**config.mk**
```make
export PLATFORM = sky130hd
export DESIGN_NAME = key_object_word_parser
export DESIGN_NICKNAME = d
export VERILOG_FILES = /design/src/design/kowp_pkg.sv /design/src/design/kowp_cfg.sv /design/src/design/kowp_parse.sv /design/src/design/key_object_word_parser.sv
export SDC_FILE = /design/constraint.sdc
export NUM_CORES = 1
export LEC_CHECK = 0
export BUFFER_PORTS_ARGS = -buffer_cell sky130_fd_sc_hd__clkbuf_2
export CORE_ASPECT_RATIO = 1.75
export CORE_MARGIN = 5
export CORE_UTILIZATION = 41
export DETAILED_ROUTE_END_ITERATION = 10
export GPL_TIMING_DRIVEN = 0
export SYNTH_ARGS = -nofsm -noshare
export SYNTH_HDL_FRONTEND = slang
export SYNTH_HIERARCHICAL = 1
export SYNTH_SLANG_ARGS = --single-unit
```
**constraint.sdc**
```tcl
create_clock -name clk -period 7.65 [get_ports clk]
set_input_delay 2.295 -clock clk [delete_from_list [all_inputs] [get_ports clk]]
set_output_delay 2.295 -clock clk [all_outputs]
set_load 0.01 [all_outputs]
```
**src/design/kowp_pkg.sv**
```systemverilog
// Package for the key object word parser.
// Holds phase, kind and error codes and the structs passed between modules; no dependencies.
package kowp_pkg;

	localparam int IV_BYTES_DEF  = 16;
	localparam int MAC_BYTES_DEF = 32;

	typedef enum logic [5:0] {
		PH_IDLE   = 6'b000001,
		PH_HDR    = 6'b000010,
		PH_IV     = 6'b000100,
		PH_DMAGIC = 6'b001000,
		PH_DATA   = 6'b010000,
		PH_MAC    = 6'b100000
	} phase_t;

	localparam logic [2:0] KIND_HDR   = 3'd0;
	localparam logic [2:0] KIND_KEYID = 3'd1;
	localparam logic [2:0] KIND_ATTR  = 3'd2;
	localparam logic [2:0] KIND_USAGE = 3'd3;
	localparam logic [2:0] KIND_IV    = 3'd4;
	localparam logic [2:0] KIND_KEY   = 3'd5;
	localparam logic [2:0] KIND_PAD   = 3'd6;
	localparam logic [2:0] KIND_MAC   = 3'd7;

	localparam logic [2:0] ERR_OK       = 3'd0;
	localparam logic [2:0] ERR_MAGIC    = 3'd1;
	localparam logic [2:0] ERR_ALIGN    = 3'd2;
	localparam logic [2:0] ERR_KEYID    = 3'd3;
	localparam logic [2:0] ERR_USAGE    = 3'd4;
	localparam logic [2:0] ERR_DMAGIC   = 3'd5;
	localparam logic [2:0] ERR_MISMATCH = 3'd6;

	localparam logic REG_OBJECT_MAGIC = 1'b0;
	localparam logic REG_DATA_MAGIC   = 1'b1;

	typedef struct packed {
		logic [31:0] object_magic;
		logic [31:0] data_magic;
	} kowp_cfg_t;

	typedef struct packed {
		logic        valid;
		logic [2:0]  kind;
		logic [31:0] value;
		logic [14:0] key_size_bits;
		logic [2:0]  error;
		logic        last;
	} kowp_res_t;

endpackage

```
**src/design/kowp_cfg.sv**
```systemverilog
// APB register file for the key object word parser: object and data magic words.
// Depends on kowp_pkg.
module kowp_cfg
	import kowp_pkg::*;
(
	input  logic        clk,
	input  logic        arst_n,
	input  logic        psel,
	input  logic        penable,
	input  logic        pwrite,
	input  logic [2:0]  paddr,
	input  logic [31:0] pwdata,
	output logic [31:0] prdata,
	output logic        pready,
	output kowp_cfg_t   cfg
);

	kowp_cfg_t cfg_q;

	always_ff @(posedge clk or negedge arst_n) begin
		if (!arst_n) begin
			cfg_q <= '0;
		end else if (psel && penable && pwrite) begin
			case (paddr[2])
				REG_OBJECT_MAGIC: cfg_q.object_magic <= pwdata;
				REG_DATA_MAGIC:   cfg_q.data_magic   <= pwdata;
				default: ;
			endcase
		end
	end

	always_comb begin
		case (paddr[2])
			REG_OBJECT_MAGIC: prdata = cfg_q.object_magic;
			REG_DATA_MAGIC:   prdata = cfg_q.data_magic;
			default:          prdata = '0;
		endcase
	end

	assign pready = 1'b1;
	assign cfg    = cfg_q;

endmodule

```
**src/design/kowp_parse.sv**
```systemverilog
// Parse state and per-word decode of the key object word parser.
// Depends on kowp_pkg; fed by the input register of the top level.
module kowp_parse
	import kowp_pkg::*;
#(
	parameter int IV_BYTES  = IV_BYTES_DEF,
	parameter int MAC_BYTES = MAC_BYTES_DEF
) (
	input  logic        clk,
	input  logic        arst_n,
	input  logic        take,
	input  logic [31:0] word,
	input  logic        first,
	input  kowp_cfg_t   cfg,
	output kowp_res_t   res
);

	localparam int IVW  = IV_BYTES / 4;
	localparam int MACW = MAC_BYTES / 4;
	localparam logic        HAS_IV   = (IVW > 0);
	localparam logic        HAS_MAC  = (MACW > 0);
	localparam logic [15:0] IV_END   = 16'(8 + IVW);
	localparam logic [15:0] DATA_BASE = 16'(9 + IVW);
	localparam logic [16:0] MAC_BASE = 17'(9 + IVW + MACW);

	phase_t      phase_q, phase_d;
	logic [15:0] position_q, position_d;
	logic [15:0] dsize_q, dsize_d;
	logic [10:0] dwords_q, dwords_d;
	logic [10:0] kwords_q, kwords_d;

	logic [15:0] pos_inc;
	logic [17:0] nbytes;
	logic        end_mac;
	logic        end_err;
	logic [15:0] idx;
	logic [7:0]  sz_byte;
	logic [8:0]  sz_inc;

	assign pos_inc = position_q + 16'd1;
	assign nbytes  = {pos_inc, 2'b00};
	assign end_mac = (nbytes < {2'b00, dsize_q}) && HAS_MAC;
	assign end_err = (nbytes != {2'b00, dsize_q});
	assign idx     = position_q - DATA_BASE;
	assign sz_byte = word[23:16];
	assign sz_inc  = {1'b0, sz_byte} + 9'd1;

	always_comb begin
		phase_d    = phase_q;
		position_d = position_q;
		dsize_d    = dsize_q;
		dwords_d   = dwords_q;
		kwords_d   = kwords_q;
		res        = '0;
		res.value  = word;
		if (first) begin
			phase_d    = PH_HDR;
			position_d = 16'd1;
			res.valid  = 1'b1;
			if (word != cfg.object_magic) begin
				res.error = ERR_MAGIC;
				res.last  = 1'b1;
			end
		end else begin
			case (phase_q)
				PH_HDR: begin
					position_d = pos_inc;
					res.valid  = 1'b1;
					if (position_q == 16'd1) begin
						dsize_d = word[15:0];
						if (word[1:0] != 2'b00) begin
							res.error = ERR_ALIGN;
							res.last  = 1'b1;
						end
					end else if (position_q == 16'd2) begin
						res.kind = KIND_KEYID;
						if (word == 32'd0) begin
							res.error = ERR_KEYID;
							res.last  = 1'b1;
						end
					end else if (position_q == 16'd5) begin
						res.kind          = KIND_ATTR;
						res.key_size_bits = {sz_byte, 7'd0};
						kwords_d          = {1'b0, sz_byte, 2'b00};
						dwords_d          = {sz_inc[8:1], 3'b000};
					end else if (position_q == 16'd6) begin
						res.kind = KIND_USAGE;
					end else if (position_q == 16'd7) begin
						if (word != 32'd0) begin
							res.error = ERR_USAGE;
							res.last  = 1'b1;
						end else begin
							phase_d = HAS_IV ? PH_IV : PH_DMAGIC;
						end
					end
				end
				PH_IV: begin
					position_d = pos_inc;
					res.valid  = 1'b1;
					res.kind   = KIND_IV;
					if (pos_inc >= IV_END) phase_d = PH_DMAGIC;
				end
				PH_DMAGIC: begin
					position_d = pos_inc;
					res.valid  = 1'b1;
					if (word != cfg.data_magic) begin
						res.error = ERR_DMAGIC;
						res.last  = 1'b1;
					end else if (dwords_q == 11'd0) begin
						if (end_mac) begin
							phase_d = PH_MAC;
						end else begin
							res.last  = 1'b1;
							res.error = end_err ? ERR_MISMATCH : ERR_OK;
						end
					end else begin
						phase_d = PH_DATA;
					end
				end
				PH_DATA: begin
					position_d = pos_inc;
					res.valid  = 1'b1;
					res.kind   = (idx < {5'd0, kwords_q}) ? KIND_KEY : KIND_PAD;
					if (({1'b0, idx} + 17'd1) >= {6'd0, dwords_q}) begin
						if (end_mac) begin
							phase_d = PH_MAC;
						end else begin
							res.last  = 1'b1;
							res.error = end_err ? ERR_MISMATCH : ERR_OK;
						end
					end
				end
				PH_MAC: begin
					position_d = pos_inc;
					res.valid  = 1'b1;
					res.kind   = KIND_MAC;
					if ({1'b0, pos_inc} >= (MAC_BASE + {6'd0, dwords_q})) begin
						res.last  = 1'b1;
						res.error = end_err ? ERR_MISMATCH : ERR_OK;
					end
				end
				default: ;
			endcase
		end
		if (res.valid && res.last) phase_d = PH_IDLE;
	end

	always_ff @(posedge clk or negedge arst_n) begin
		if (!arst_n) begin
			phase_q    <= PH_IDLE;
			position_q <= '0;
			dsize_q    <= '0;
			dwords_q   <= '0;
			kwords_q   <= '0;
		end else if (take) begin
			phase_q    <= phase_d;
			position_q <= position_d;
			dsize_q    <= dsize_d;
			dwords_q   <= dwords_d;
			kwords_q   <= kwords_d;
		end
	end

endmodule

```
**src/design/key_object_word_parser.sv**
```systemverilog
// Key object word parser: one tagged result per word of a key object stream.
// No iteration: each beat passes the input and output registers to the master side.
// One word per cycle unless m_tready stalls; input register, decode, output register.
// Words with first low while no object is open are consumed without a result.
// Reset (arst_n, asynchronous): parser idle, counters zero, both magic registers zero.
// Depends on kowp_pkg, kowp_cfg and kowp_parse.
module key_object_word_parser
	import kowp_pkg::*;
#(
	parameter int IV_BYTES  = IV_BYTES_DEF,
	parameter int MAC_BYTES = MAC_BYTES_DEF
) (
	input  logic        clk,
	input  logic        arst_n,
	input  logic        s_tvalid,
	output logic        s_tready,
	input  logic [31:0] s_tdata,   // [31:0] word
	input  logic        s_tuser,   // [0] first
	output logic        m_tvalid,
	input  logic        m_tready,
	output logic [55:0] m_tdata,   // [31:0] value, [46:32] key_size_bits, [49:47] error
	output logic [2:0]  m_tuser,   // [2:0] kind
	output logic        m_tlast,
	input  logic        psel,
	input  logic        penable,
	input  logic        pwrite,
	input  logic [2:0]  paddr,
	input  logic [31:0] pwdata,
	output logic [31:0] prdata,
	output logic        pready
);

	kowp_cfg_t   cfg;
	kowp_res_t   res;

	logic        valid_s1;
	logic [31:0] word_s1;
	logic        first_s1;
	logic        valid_s2;
	kowp_res_t   res_s2;
	logic        adv;
	logic        take;

	assign adv      = !valid_s2 || m_tready;
	assign take     = valid_s1 && adv;
	assign s_tready = !valid_s1 || adv;

	kowp_cfg u_cfg (
		.clk     (clk),
		.arst_n  (arst_n),
		.psel    (psel),
		.penable (penable),
		.pwrite  (pwrite),
		.paddr   (paddr),
		.pwdata  (pwdata),
		.prdata  (prdata),
		.pready  (pready),
		.cfg     (cfg)
	);

	kowp_parse #(
		.IV_BYTES  (IV_BYTES),
		.MAC_BYTES (MAC_BYTES)
	) u_parse (
		.clk    (clk),
		.arst_n (arst_n),
		.take   (take),
		.word   (word_s1),
		.first  (first_s1),
		.cfg    (cfg),
		.res    (res)
	);

	always_ff @(posedge clk or negedge arst_n) begin
		if (!arst_n) begin
			valid_s1 <= 1'b0;
		end else if (s_tready) begin
			valid_s1 <= s_tvalid;
		end
	end

	always_ff @(posedge clk) begin
		if (s_tready && s_tvalid) begin
			word_s1  <= s_tdata;
			first_s1 <= s_tuser;
		end
	end

	always_ff @(posedge clk or negedge arst_n) begin
		if (!arst_n) begin
			valid_s2 <= 1'b0;
		end else if (adv) begin
			valid_s2 <= take && res.valid;
		end
	end

	always_ff @(posedge clk) begin
		if (take) res_s2 <= res;
	end

	assign m_tvalid = valid_s2;
	assign m_tdata  = {6'd0, res_s2.error, res_s2.key_size_bits, res_s2.value};
	assign m_tuser  = res_s2.kind;
	assign m_tlast  = res_s2.last;

	a_err_ends: assert property (@(posedge clk) disable iff (!arst_n)
		m_tvalid && (m_tdata[49:47] != ERR_OK) |-> m_tlast)
		else $error("error result without last");

	a_ksb_attr: assert property (@(posedge clk) disable iff (!arst_n)
		m_tvalid && (m_tuser != KIND_ATTR) |-> (m_tdata[46:32] == 15'd0))
		else $error("key size on a non-attribute result");

	a_ready_free: assert property (@(posedge clk) disable iff (!arst_n)
		!m_tvalid |-> s_tready)
		else $error("input stalled with empty output register");

endmodule
```
==> implementation parameters, run 1 <==
Parameter                              Value

Status
  Result of the run ... finished, final reports clean

Drt
  Number of routed nets with antenna violations ... 0
  Routed wirelength normalized by instance count ... 20.3 microns
  Vias per cell ... 5.22
  Number of vias in the routed layout ... 8,335
  Detailed-route DRC error count ... 0
  Pre-Repair DR Iteration Count ... 5
  Final wirelength ... 32,400 microns
  DR iter-0 viols ... 449

Clock tree
  Count of hold-fix buffers inserted at cts ... 0
  # Post-CTS Setup Buffers ... 0
  Clock transition at the register clock pins on the worst setup and hold paths after CTS ... 0.06 ns
  Number of buffers on the longest clock path ... 3
  Maximum level of the CTS H-tree ... 1
  CTS tree ... built
  Clk root buf ... sky130_fd_sc_hd__clkbuf_16
  Clock buffer count from CTS ... 21
  Source-to-sink clock delay at the later pin of the worst-skew pair ... 0.51 ns
  TritonCTS Sinks ... 207
  Number of gates resized after cts ... 0

Timing
  Peak clock frequency supported by timing ... 176 MHz
  Final worst path period need ... 5.67 ns
  Slew at the pin closest to its max-slew limit ... 1.05 ns
  Count of final setup violators ... 0
  Post-Route Setup TNS ... 0 ns
  Least setup slack across all paths after layout ... 1.98 ns
  Part of the cycle the worst path needs ... 0.742
  Worst hold slack across all endpoints ... 0.489 ns
  Setup skew after layout ... 0.0116 ns
  RSZ-0062 raised after global routing ... no
  Total count of hold-check failures in the final report ... 0
  Slew margin rel. ... 0.292
  Pins over their slew limit ... 0

Place
  Count of buffers inserted at the top-level ports ... 159
  Placement Setup Slack ... 1.99 ns
  RD Place Congestion ... 0.890
  Post-detail-place hpwl ... 25,100 microns

Die
  Initial standard-cell utilization of the core ... 0.414
  Die height ... 232 microns
  Total I/O pin count ... 170
  Overall die area ... 31,800 sq um
  Core area ... 28,000 sq um
  Std cell rows ... 81
  Die span in x ... 137 microns

Power
  Switching share of power ... 0.315
  Leakage power ... 5.99 nW
  Sequential share of power ... 0.438
  PwrDens ... 247 nW/um^2
  Switching component of the power ... 1.06 mW
  Clk network pwr share ... 0.303
  Total chip power ... 3.36 mW
  Worst-case vdd ir drop ... 0.193 mV
  Int Power ... 2.30 mW
  Share of power burned in combinational logic ... 0.259

Synthesis
  Commonest cells post-synth ... sky130_fd_sc_hd__dfrtp_1, sky130_fd_sc_hd__edfxtp_1, sky130_fd_sc_hd__mux2_2
  Cells after Synth ... 1,016
  Leading cell types by total area after synthesis ... sky130_fd_sc_hd__dfrtp_1, sky130_fd_sc_hd__edfxtp_1, sky130_fd_sc_hd__mux2_2
  Most frequently used flop master after synthesis ... sky130_fd_sc_hd__dfrtp_1
  Distinct cell type count after synthesis ... 75
  Flip-flop and latch count after synthesis ... 207
  Count leader, synth ... sky130_fd_sc_hd__dfrtp_1
  Count of warnings emitted by yosys ... 6
  Post-synthesis cell type with the largest combined area ... sky130_fd_sc_hd__dfrtp_1
  Area of the mapped netlist ... 11,600 sq um
  Top-area cell type share of the netlist area ... 0.257
  Mean instance size in the synthesized netlist ... 11.4 sq um
  Post-synth EDFFs ... 87
  Sequential element share of the synthesized area ... 0.485
  Async SR Flop Fraction ... 0.580

Setup path
  Cell mode on critical path ... sky130_fd_sc_hd__buf_2
  Cell at the slowest stage of the critical path ... sky130_fd_sc_hd__mux2_2
  Category of the worst setup path launch point ... input pin
  Crit path capture type ... output pin
  FF-to-FF path depth ... 16
  Required time at the worst-slack endpoint ... 5.36 ns
  Maximum fanout along the worst path ... 10
  CP peak stage delay ... 0.38 ns
  Crit Path Class ... in2out
  Ordered cell list for the critical path ... buf_2, buf_2, mux2_2, clkbuf_2
  CP Data Arrival Time ... 3.38 ns

Global route
  Maximum number of pins on one net before global-route repair ... 82
  First-pass GRT wire length ... 50,400 microns
  Leftover overflow at the end of global routing ... 0
  Global-route total usage across every layer ... 0.207
  Via count of the first global-routing pass ... 8,812
  Number of antenna violations at the first check in global routing ... 0

Final layout
  Final core occ ... 0.486
  Syn-to-layout area delta ... 17.3%
  Fraction of final layout cells with drive strength greater than 1 ... 0.311
  Number of inserted diodes ... 0
  Post-layout nets ... 1,331

Worst hold path
  Worst min path class ... reg2reg
  Worst hold path cell count ... 2

Flow run
  Max-cap viol count ... 0
==> critical path, delay by kind of cell <==
kind                   cells  cell delay [ns]
muxes                      1             0.38
buffers and inverters      3             0.70
==> cell families after synthesis <==
| logic type | Yosys count | share of synthesized area |
|---|---|---|
| AO/OA/AOI/OAI | 128 | 0.0704 |
| XOR/XNOR | 111 | 0.0839 |
| adder cells (fa/ha/maj) | 46 | 0.0497 |
| buffers and inverters | 141 | 0.0646 |
| flip-flops | 207 | 0.485 |
| multiplexers | 113 | 0.120 |
| other | 3 | 0.000972 |
| AND/OR/NAND/NOR | 267 | 0.125 |
==> layer usage <==
| metal | vias to the layer above | wire length, microns | track usage |
|---|---|---|---|
| met4 | 0 | 1600 | 0.0980 |
| met3 | 70 | 1190 | 0.0260 |
| li1 | 3967 | - | - |
| met2 | 213 | 18000 | 0.394 |
| met5 | - | 0 | 0 |
| met1 | 4085 | 11600 | 0.221 |
==> final timing paths <==
path | from | endpoint | slack [ns]
worst max-delay path | paddr[2] | prdata[12] | 1.98
worst min-delay path | u_parse/kwords_q[2]$_DFFE_PN0P_ | u_parse/kwords_q[2]$_DFFE_PN0P_ | 0.49
worst max register to register | u_parse/position_q[0]$_DFFE_PN0P_ | u_parse/phase_q[4]$_DFFE_PN0P_ | 2.66
worst min register to register | u_parse/kwords_q[2]$_DFFE_PN0P_ | u_parse/kwords_q[2]$_DFFE_PN0P_ | 0.49
max in group asynchronous | arst_n | u_cfg/cfg[53]$_DFFE_PN0P_ | 5.18
min in group asynchronous | arst_n | u_parse/position_q[9]$_DFFE_PN0P_ | 1.73
==> sequential cells by signal, summed over array words and instances, names as in the netlist <==
name                count
word_s1                32
first_s1                1
u_parse/phase_q         6
u_parse/dsize_q        16
m_tvalid                1
u_cfg/cfg              64
valid_s1                1
u_parse/dwords_q        8
m_tuser                 3
u_parse/kwords_q        8
u_parse/position_q     16
m_tlast                 1
m_tdata                50
==> layout by cell type, fill, tap and decap left out, drive strengths merged, types with 6 or more instances in the layout <==
cell,netlist,layout
clkbuf,32,218
dfrtp,119,119
mux2,112,112
edfxtp,87,87
buf,64,65
nand2,62,62
xor2,58,58
o21ai,57,57
xnor2,53,53
nor2,46,46
ha,46,46
inv,45,46
nor4,31,31
nand3,28,28
nand4,23,23
nor3,19,19
a21oi,16,16
conb,3,14
and2,13,13
or3,10,10
o31ai,8,8
or2,6,6
clkinv,0,6
==> layout make-up <==
type                       instances  area, sq um
tap                              373          467
inverter                          45          169
timing repair buffer             160          832
fill                            2652        14400
multi-input combinational        679         5260
clock inverter                    10         78.8
sequential                       207         5620
clock buffer                      27          588
buffer                            96          579
==> power by group through the flow <==
stage,combinational [mW],clock [mW],sequential [mW]
3_3_place_gp,0.863,0,1.49
6_report,0.869,1.02,1.47
2_1_floorplan,0.556,0,1.48
3_5_place_dp,0.873,0,1.50
4_1_cts,0.879,1.05,1.47
5_1_grt,0.946,1.08,1.49
==> through the flow <==
step                std cells  area, sq um
finish                   1597        13600
global route             1597        13600
CTS                      1597        13600
detailed placement       1560        12900
global placement         1559        12900
floorplan                1027        11600
Note: power is estimated with default switching activity, not from simulation.
==> inputs of run 2 (changes only) <==
==> constraint.sdc (replaced) <==
create_clock -name clk -period 5.2 [get_ports clk]
set_input_delay 1.56 -clock clk [delete_from_list [all_inputs] [get_ports clk]]
set_output_delay 1.56 -clock clk [all_outputs]
set_load 0.01 [all_outputs]
==> implementation parameters, run 2 (same netlist as run 1, synthesis figures left out) <==
Parameter                              Value

Final layout
  Syn-to-layout area delta ... 17.3% (about the same)
  Top library cells by usage in the layout, fill and taps aside ... sky130_fd_sc_hd__clkbuf_2, sky130_fd_sc_hd__dfrtp_1, sky130_fd_sc_hd__edfxtp_1, sky130_fd_sc_hd__mux2_2, sky130_fd_sc_hd__nand2_1
  Final core occ ... 0.486 (about the same)
  Number of inserted diodes ... 0 (unchanged)
  Number of flip-flops in the largest register ... 64 (unchanged)
  Post-layout nets ... 1,330 (-0.075%)
  Most frequent standard cell in the layout excluding fill and tap cells ... sky130_fd_sc_hd__clkbuf_2
  Final Instance Count excl. Fillers ... 1,596 (-0.063%)
  Fraction of final layout cells with drive strength greater than 1 ... 0.312 (about the same)

Clock tree
  Number of gates resized after cts ... 0 (unchanged)
  TritonCTS Sinks ... 207 (unchanged)
  Count of hold-fix buffers inserted at cts ... 0 (unchanged)
  Maximum level of the CTS H-tree ... 1 (unchanged)
  Clock buffer count from CTS ... 21 (unchanged)
  Clk root buf ... sky130_fd_sc_hd__clkbuf_16
  Clock transition at the register clock pins on the worst setup and hold paths after CTS ... 0.06 ns (about the same)
  Number of buffers on the longest clock path ... 3 (unchanged)
  Source-to-sink clock delay at the later pin of the worst-skew pair ... 0.51 ns (about the same)
  # Post-CTS Setup Buffers ... 0 (unchanged)
  CTS tree ... built

Place
  RD Place Congestion ... 0.890 (unchanged)
  Post-detail-place hpwl ... 25,100 microns (unchanged)
  Count of buffers inserted at the top-level ports ... 159 (unchanged)
  Placed cell count ... 1,560 (unchanged)
  Placement Setup Slack ... 0.291 ns (-1.70 ns)

Power
  Int Power ... 3.39 mW (+47%)
  Share of power burned in combinational logic ... 0.259 (about the same)
  PwrDens ... 364 nW/um^2 (+47%)
  Clk network pwr share ... 0.303 (about the same)
  Leakage power ... 5.99 nW (about the same)
  Sequential share of power ... 0.438 (about the same)
  Switching component of the power ... 1.56 mW (+47%)
  Worst-case vdd ir drop ... 0.285 mV (+48%)
  Switching share of power ... 0.316 (+0.000528)

Die
  Core area ... 28,000 sq um (unchanged)
  Total I/O pin count ... 170 (unchanged)
  Initial standard-cell utilization of the core ... 0.414 (unchanged)
  Overall die area ... 31,800 sq um (unchanged)
  Die height ... 232 microns (unchanged)
  Die span in x ... 137 microns (unchanged)
  Std cell rows ... 81 (unchanged)

Setup path
  Crit path capture type ... flop
  Launch instance of the worst register-to-register path ... u_parse/position_q[0]$_DFFE_PN0P_
  CP Data Arrival Time ... 5.26 ns (+1.88 ns)
  Maximum fanout along the worst path ... 10 (unchanged)
  Endpoint of the worst-slack reg-to-reg timing path ... u_parse/phase_q[4]$_DFFE_PN0P_
  Reg2Reg Setup Slack ... 0.33 ns (-2.33 ns)
  Crit Path Class ... reg2reg
  FF-to-FF path depth ... 15 (-1)
  Required time at the worst-slack endpoint ... 5.59 ns (+0.23 ns)
  Category of the worst setup path launch point ... flop

Global route
  Global-route total usage across every layer ... 0.207 (unchanged)
  First-pass GRT wire length ... 50,400 microns (unchanged)
  Number of antenna violations at the first check in global routing ... 0 (unchanged)
  Leftover overflow at the end of global routing ... 0 (unchanged)
  Via count of the first global-routing pass ... 8,812 (unchanged)
  Most Used Layer, Global Route ... met2
  Routing usage on met2 ... 0.394 (unchanged)
  Routing usage on met3 ... 0.0260 (unchanged)
  Met1 Usage GRT ... 0.221 (unchanged)
  Maximum number of pins on one net before global-route repair ... 82 (unchanged)

Timing
  RSZ-0062 raised after global routing ... no
  Total count of hold-check failures in the final report ... 0 (unchanged)
  Pins over their slew limit ... 0 (unchanged)
  Final worst path period need ... 4.87 ns
  Slew margin rel. ... 0.266 (-0.0259)
  Slew at the pin closest to its max-slew limit ... 1.09 ns (+0.0385 ns)
  Count of final setup violators ... 0 (unchanged)
  Part of the cycle the worst path needs ... 0.937
  Least setup slack across all paths after layout ... 0.327 ns (-1.65 ns)
  Setup skew after layout ... 0.00975 ns (-0.00189 ns)
  Post-Route Setup TNS ... 0 ns (unchanged)
  Peak clock frequency supported by timing ... 205 MHz

Drt
  Number of vias in the routed layout ... 8,341 (+0.072%)
  Vias per cell ... 5.23 (+0.13%)
  Routed wirelength normalized by instance count ... 20.3 microns (about the same)
  Pre-Repair DR Iteration Count ... 5 (unchanged)
  Number of routed nets with antenna violations ... 0 (unchanged)
  DR iter-0 viols ... 413 (-8.0%)
  Final wirelength ... 32,400 microns (about the same)
  Detailed-route DRC error count ... 0 (unchanged)

Status
  Result of the run ... finished, final reports clean

Worst hold path
  Worst hold path cell count ... 2 (unchanged)
  Worst min path class ... reg2reg
  Start point of the worst min-delay path ... u_parse/kwords_q[2]$_DFFE_PN0P_
  Hold Path End ... u_parse/kwords_q[2]$_DFFE_PN0P_

Flow run
  Max-cap viol count ... 0 (unchanged)
run 2: cell types whose count changed in the layout (fill, tap and decap cells not counted):
cell and delta:
sky130_fd_sc_hd__clkbuf_1 -1
run 2: cell type report:
type                            instances  area, sq um
Sequential cell                       207         5620
Buffer                                 95          576
Multi-Input combinational cell        679         5260
Tap cell                              373          467
Clock inverter                         10         78.8
Fill cell                            2654        14400
Timing Repair Buffer                  160          832
Inverter                               45          169
Clock buffer                           27          588
run 2: worst max-delay path, stage by stage (launching register included):
cell and delay, ns:
sky130_fd_sc_hd__dfrtp_1 0.39, sky130_fd_sc_hd__clkbuf_1 0.36, sky130_fd_sc_hd__inv_1 0.19, sky130_fd_sc_hd__ha_1 0.33, sky130_fd_sc_hd__and3b_1 0.48, sky130_fd_sc_hd__nor4_1 0.09
sky130_fd_sc_hd__a211oi_1 0.45, sky130_fd_sc_hd__nor2_1 0.14, sky130_fd_sc_hd__xnor2_1 0.16, sky130_fd_sc_hd__ha_1 0.20, sky130_fd_sc_hd__or3_1 0.37, sky130_fd_sc_hd__o211a_1 0.29
sky130_fd_sc_hd__or3_1 0.33, sky130_fd_sc_hd__o32a_1 0.33, sky130_fd_sc_hd__a32o_2 0.35, sky130_fd_sc_hd__mux2_4 0.31
run 2: how the worst max path moves through the flow:
stage,from,endpoint,slack [ns],cells past startpoint
2_1_floorplan,u_parse/position_q[0]$_DFFE_PN0P_,u_parse/phase_q[2]$_DFFE_PN0P_,1.0,15
3_3_place_gp,u_parse/position_q[0]$_DFFE_PN0P_,u_parse/phase_q[2]$_DFFE_PN0P_,0.32,16
3_5_place_dp,u_parse/position_q[0]$_DFFE_PN0P_,u_parse/phase_q[1]$_DFFE_PN0P_,0.29,16
4_1_cts,u_parse/position_q[0]$_DFFE_PN0P_,u_parse/phase_q[1]$_DFFE_PN0P_,0.25,16
5_1_grt,u_parse/position_q[0]$_DFFE_PN0P_,u_parse/phase_q[1]$_DFFE_PN0P_,0.09,15
6_report,u_parse/position_q[0]$_DFFE_PN0P_,u_parse/phase_q[4]$_DFFE_PN0P_,0.33,15
run 2: power groups by stage:
| stage | Clock, mW | Sequential, mW | Combinational, mW |
|---|---|---|---|
| after floorplan | 0 | 2.18 | 0.818 |
| after global placement | 0 | 2.19 | 1.27 |
| after detailed placement | 0 | 2.20 | 1.28 |
| after CTS | 1.54 | 2.17 | 1.29 |
| after global routing | 1.59 | 2.20 | 1.39 |
| final | 1.50 | 2.17 | 1.28 |
run 2: routing by layer:
layer	wire [microns]	share of wire
met1	11600	0.36
met2	18000	0.56
met3	1250	0.039
met4	1580	0.049
met5	0	0
run 2: per-stage QoR:
stage / power [mW] / hold slack (ns) / instance area [sq um]
6_report: 4.95 / 0.489 / 13600
5_1_grt: 5.18 / 0.524 / 13600
4_1_cts: 5.01 / 0.493 / 13600
3_5_place_dp: 3.49 / 0.479 / 12900
3_3_place_gp: 3.46 / 0.464 / 12900
2_1_floorplan: 2.99 / 0.445 / 11600
